**config.mk**
```make
export PLATFORM = sky130hd
export DESIGN_NAME = pidl_cell
export DESIGN_NICKNAME = d
export VERILOG_FILES = /design/src/rtl/core/pidl_pkg.sv /design/src/rtl/core/pidl_cell.sv
export SDC_FILE = /design/constraint.sdc
export NUM_CORES = 1
export LEC_CHECK = 0
export BUFFER_PORTS_ARGS = -buffer_cell sky130_fd_sc_hd__buf_4
export CORE_UTILIZATION = 39
export CTS_CLUSTER_DIAMETER = 150
export DETAILED_ROUTE_END_ITERATION = 10
export PLACE_DENSITY_LB_ADDON = 0.25
export SYNTH_ARGS = -nofsm -noshare
export SYNTH_HDL_FRONTEND = slang
export SYNTH_SLANG_ARGS = --single-unit
```
**constraint.sdc**
```tcl
create_clock -name clk -period 4.1 [get_ports clk]
set_input_delay 0.205 -clock clk [delete_from_list [all_inputs] [get_ports clk]]
set_output_delay 0.205 -clock clk [all_outputs]
set_load 0.005 [all_outputs]
```
**src/rtl/core/pidl_pkg.sv**
```systemverilog
`timescale 1ns / 1ps
// ----------------------------------------------------------------------------
// pidl_pkg
// Types and codes shared by the positional insert/delete list.
// ----------------------------------------------------------------------------
package pidl_pkg;

    localparam int unsigned LEN_W  = 7;
    localparam int unsigned POS_W  = 6;
    localparam int unsigned WORD_W = 32;

    typedef enum logic [2:0] {
        A_CREATE = 3'd0,
        A_LOAD   = 3'd1,
        A_INSERT = 3'd2,
        A_DELETE = 3'd3,
        A_SHOW   = 3'd4
    } action_t;

    typedef enum logic [2:0] {
        ST_OK           = 3'd0,
        ST_NOT_CREATED  = 3'd1,
        ST_BAD_POSITION = 3'd2,
        ST_FULL         = 3'd3,
        ST_EMPTY        = 3'd4,
        ST_LOADING      = 3'd5
    } status_t;

    typedef enum logic [1:0] {
        C_NOP,
        C_INSERT,
        C_ROTATE,
        C_POP
    } cell_op_t;

    typedef enum logic [2:0] {
        S_IDLE,
        S_PRE,
        S_POP,
        S_POST,
        S_SHOW
    } state_t;

    typedef struct packed {
        status_t                   status;
        logic signed [WORD_W-1:0]  data;
        logic [POS_W-1:0]          index;
        logic                      last;
    } res_t;

endpackage

```
**src/rtl/core/pidl_cell.sv**
```systemverilog
`timescale 1ns / 1ps
// ----------------------------------------------------------------------------
// pidl_cell
// One list slot: holds a word, takes a new value, a neighbor's word or the head word.
// ----------------------------------------------------------------------------
module pidl_cell
    import pidl_pkg::*;
#(
    parameter int unsigned CW  = 7,
    parameter int unsigned IDX = 0
)
(
    input  logic                     clk,
    input  cell_op_t                 op,
    input  logic [CW-1:0]            pos,
    input  logic [CW-1:0]            cnt,
    input  logic signed [WORD_W-1:0] value,
    input  logic signed [WORD_W-1:0] left,
    input  logic signed [WORD_W-1:0] right,
    input  logic signed [WORD_W-1:0] head,
    output logic signed [WORD_W-1:0] entry
);

    localparam logic [CW-1:0] SELF = CW'(IDX);
    localparam logic [CW-1:0] NEXT = CW'(IDX + 1);

    logic signed [WORD_W-1:0] entry_reg;
    logic signed [WORD_W-1:0] entry_next;

    always_comb
    begin
        entry_next = entry_reg;
        case (op)
            C_INSERT:
            begin
                if (SELF == pos)
                begin
                    entry_next = value;
                end
                else if (SELF > pos && SELF <= cnt)
                begin
                    entry_next = left;
                end
            end
            C_ROTATE:
            begin
                if (NEXT < cnt)
                begin
                    entry_next = right;
                end
                else if (NEXT == cnt)
                begin
                    entry_next = head;
                end
            end
            C_POP:
            begin
                if (NEXT < cnt)
                begin
                    entry_next = right;
                end
            end
            default:
            begin
                entry_next = entry_reg;
            end
        endcase
    end

    always_ff @(posedge clk)
    begin
        entry_reg <= entry_next;
    end

    assign entry = entry_reg;

endmodule

```
Word level (Yosys, flattened, before mapping)
Index checks and enable logic that the tools add are counted.

word-level totals
  register bits after elaboration = 32
  output and inout bits = 32
  word-level logic and storage cells = 21

cells by class
  $lt $le $gt $ge = 3
  eq/ne operators = 7
  muxes and demuxes = 6
  reductions and logical operators = 4

operator list
  operator              count
  $mux W32              5
  $pmux W32 S3          1
  $eq A1 B7 Y1 const A  1
  $gt A1 B7 Y1 const A  1
  $le A1 B7 Y1 const A  1
  $logic_not A7 Y1      1
  $lt A1 B7 Y1 const A  1
  $ne A3 B3 Y1 const B  2
  $eq A2 B2 Y1 const B  2
  $reduce_and A4 Y1     1
  $reduce_bool A3 Y1    1
  $eq A2 B1 Y1 const B  1
  $ne A2 B2 Y1 const B  1
  $logic_and A1 B1 Y1   1

Logic depth before layout (Yosys ltp)
  depth after elaboration = 5
  mapped depth = 6

Least setup slack after synthesis
No wires, ideal clock.

  path kind = input to register
  start = in pos[3]
  end = reg entry_reg[0] (netlist: entry[0]), enable pin
  setup time = 0.425 ns
  arrival time = 2.864 ns
  data required time = 3.675 ns
  slack = 0.811 ns
  stages = 5
  cells stage by stage = or4_4 nor4_4 buf_4 nand2_1 o21ai_1

on the way
  word-level cells in the longest chain between the ends = 4
  elaborated cells on any way between the ends = 5
  those cells by class = 1 x order compare; 1 x eq/ne; 3 x reduce/logical

RTL lines
  item                             line             source
  start, declared                  pidl_cell.sv:15  input logic [CW-1:0] pos,
  $gt A1 B7 Y1                     pidl_cell.sv:40  else if (SELF > pos && SELF <= cnt)
  $logic_and A1 B1 Y1              pidl_cell.sv:40
  $ne A3 B3 Y1 (no line) (*)       --
  $reduce_and A4 Y1 (no line) (*)  --
  end signal, assigned             pidl_cell.sv:72  entry_reg <= entry_next;
  end, declared                    pidl_cell.sv:27  logic signed [WORD_W-1:0] entry_reg;

Mark *: on every way between the ends. The rest lies on a longest branch, timed or not.
A chain may end at the register's enable or synchronous reset.

Worst setup path after layout
  start = in pos[3]
  end = reg entry_reg[15] (netlist: entry[15]), enable pin

The elaborated chain is that of the path after synthesis.

==> flow_summary.yaml <==
outcome:
  outcome: "complete, no violations"
die:
  start_util: 0.404
  floorplan_core_area_sq_um: 5110
  core.rowCount: 26
  die_area_sq_um: 5590
  top_level_port_count: 177
  die_h_um: 74.8
  overall_die_width_um: 74.8
setup_path:
  worstSetupEndpointType: "flip-flop"
  timing.critical_path.max_delay_family: "simple AND/OR/NAND/NOR gates"
  kind_of_start_point_of_the_critical_path: "input pin"
  critPathKind: "input pin to flip-flop"
  critical_path.cell_chain: "buf_4 > or4_4 > nor4_4 > nand2_1 > o21ai_4"
  path_depth: 5
  cp.arrival_ns: 1.92
  critical_path.max_fanout: 32
  worst_path_max_delay_cell: "sky130_fd_sc_hd__o21ai_4"
  max_stage_delay_ns: 0.74
  cp_num_buf_inv: 1
  data_required_time_at_the_worst_endpoint_ns: 4.00
power:
  cellLeakagePower_nw: 1.56
  vdd_drop_max_v: 0.000193
  power.total_mw: 0.847
  power_per_cell_area_nw_per_um2: 245
sta:
  grt_setup_unrepaired: "no"
  maximum_clock_rate_mhz: 494
  timing.slew.headroom: 0.362
  final-hold-violation-count: 0
  finalWorstPathRequiredPeriod_ns: 2.02
  period_share: 0.493
  timing.final.ws_setup_ns: 2.08
  finalSetupViolations: 0
  slew_viol_final: 0
  timing.setup.tns_ns: 0
  max_slew.worst_pin.slew_ns: 0.954
global_routing:
  pin_count_of_the_biggest_net_entering_global_routing: 50
  vias_in_the_first_global_route: 1982
  globalRouteOverflowTotal: 0
  initial_antenna_violation_count: 0
  gr-max-usage-layer: "met2"
  combined_global_route_utilization_of_all_metal_layers: 0.214
  grt.met3_usage: 0.0736
  global_route_wire_length_before_repair_um: 8720
  met1_global_route_usage: 0.212
  grt_util_met2: 0.403
logic_synthesis:
  yosysTopAreaCellShare: 0.465
  yosysSeqAreaShare: 0.465
  synth-warning-count: 0
  synth.ff_latch_count: 32
  syn_inst: 184
  syn-num-nets: 329
  syn_avg_cell_area_sq_um: 11.2
  syn-cell-area_sq_um: 2060
  synth.distinct_cells: 17
  synth.area.top_cells: "sky130_fd_sc_hd__edfxtp_1 (47%), sky130_fd_sc_hd__mux2i_1 (25%), sky130_fd_sc_hd__nand2_1 (8.4%)"
  synthDominantAreaCellType: "sky130_fd_sc_hd__edfxtp_1"
route:
  post_drt_via_cell_ratio: 5.07
  ant_nets: 0
  remaining_drc_errors: 0
  routed_wirelength_um: 6250
  drt_pre_antenna_iters: 4
  via_count: 2143
  wl_per_cell_um: 14.8
  first_iter_violations: 83
clock_tree:
  cts_hold_buffers: 0
  clkSinkCount: 32
  h-tree-depth: 2
  cts_tree: "built"
  clk_pin_slew_ns: 0.06
  ctsLongestPathBuffers: 2
  cts-resized-gates: 0
  postCtsSetupBuffers: 0
  clk_root_buffer_cell: "sky130_fd_sc_hd__clkbuf_8"
  tritoncts.num_buffers: 5
finish:
  final_common_cell: "sky130_fd_sc_hd__buf_4"
  most_frequent_cells_in_the_layout: "sky130_fd_sc_hd__buf_4 (178), sky130_fd_sc_hd__mux2i_1 (51), sky130_fd_sc_hd__nand2_1 (46)"
  area_growth_syn_to_layout_pct: 67.7
  fin_cells: 423
  largest_register_ffs: 32
  post_route_cells_drive_above_1_share: 0.533
  nNetsFinal: 498
  antenna-diode-count: 0
placed_design:
  placed_cells_incl_taps: 416
  port-buffer-count: 176
  hpwl_um: 4870
  post-place-ws_ns: 1.75
  place_congestion: 0.757
hold_path:
  worstHoldPathType: "input pin to flip-flop"
  worstHoldPathCells: 3
run:
  max_cap_viol_count: 0
[routing by layer]
metal  routed length, um  vias up
li1                    -     1037
met1                2200      967
met2                3300      129
met3                 639       10
met4                 108        0
met5                   0        -
[cells in the mapped netlist]
| library cell | number |
|---|---|
| sky130_fd_sc_hd__clkbuf_4 | 1 |
| sky130_fd_sc_hd__clkbuf_1 | 4 |
| sky130_fd_sc_hd__a21oi_1 | 15 |
| sky130_fd_sc_hd__nand2_1 | 46 |
| sky130_fd_sc_hd__or4_1 | 2 |
| sky130_fd_sc_hd__o41ai_1 | 1 |
| sky130_fd_sc_hd__nor2b_1 | 1 |
| sky130_fd_sc_hd__mux2i_1 | 51 |
| sky130_fd_sc_hd__buf_4 | 3 |
| sky130_fd_sc_hd__o21ai_1 | 1 |
| sky130_fd_sc_hd__nor4_4 | 2 |
| sky130_fd_sc_hd__buf_8 | 1 |
| sky130_fd_sc_hd__buf_2 | 4 |
| sky130_fd_sc_hd__edfxtp_1 | 32 |
| sky130_fd_sc_hd__or4_4 | 2 |
| sky130_fd_sc_hd__a32oi_1 | 15 |
| sky130_fd_sc_hd__buf_6 | 3 |
[worst min-delay path: cells and delay by family]
kind / cells / cell delay (ns)
AND/OR/NAND/NOR: 1 / 0.04
buffers and inverters: 1 / 0.11
AO/OA/AOI/OAI: 1 / 0.04
[power by group]
part	internal [mW]	switching [mW]	total (mW)
Sequential	0.399	0.00920	0.408
Combinational	0.147	0.0781	0.226
Clock	0.112	0.102	0.214
Total	0.658	0.189	0.847
[path summary, 6_finish.rpt]
check / startpoint / endpoint
setup / recovery: pos[3] / entry[15]
hold / removal: left[19] / entry[19]
[cells by family (layout without fill, tap and decap cells)]
family | count (synthesis) | in the layout | share of synthesized area
AOI/OAI and AO/OA | 32 | 32 | 0.107
buffers and inverters | 16 | 185 | 0.0551
DFF | 32 | 32 | 0.465
muxes | 51 | 51 | 0.247
and+or+nand+nor | 53 | 53 | 0.125
[layout make-up]
| class | count | area (sq um) |
|---|---|---|
| fillers | 429 | 1650 |
| repair buffers | 178 | 1340 |
| multi-input cells | 136 | 1000 |
| flip-flops and latches | 32 | 961 |
| well taps | 70 | 87.6 |
| clock buffers | 5 | 68.8 |
| clock inverters | 2 | 7.51 |
[metrics by stage]
stage | hold WS, ns | area, sq um | utilization
floorplan | 0.454 | 2060 | -
global placement | 0.565 | 3390 | 0.663
detailed placement | 0.571 | 3390 | 0.663
CTS | 0.279 | 3460 | 0.678
global route | 0.291 | 3460 | 0.678
finish | 0.288 | 3460 | 0.678
Power figures use the tool's default switching activity.
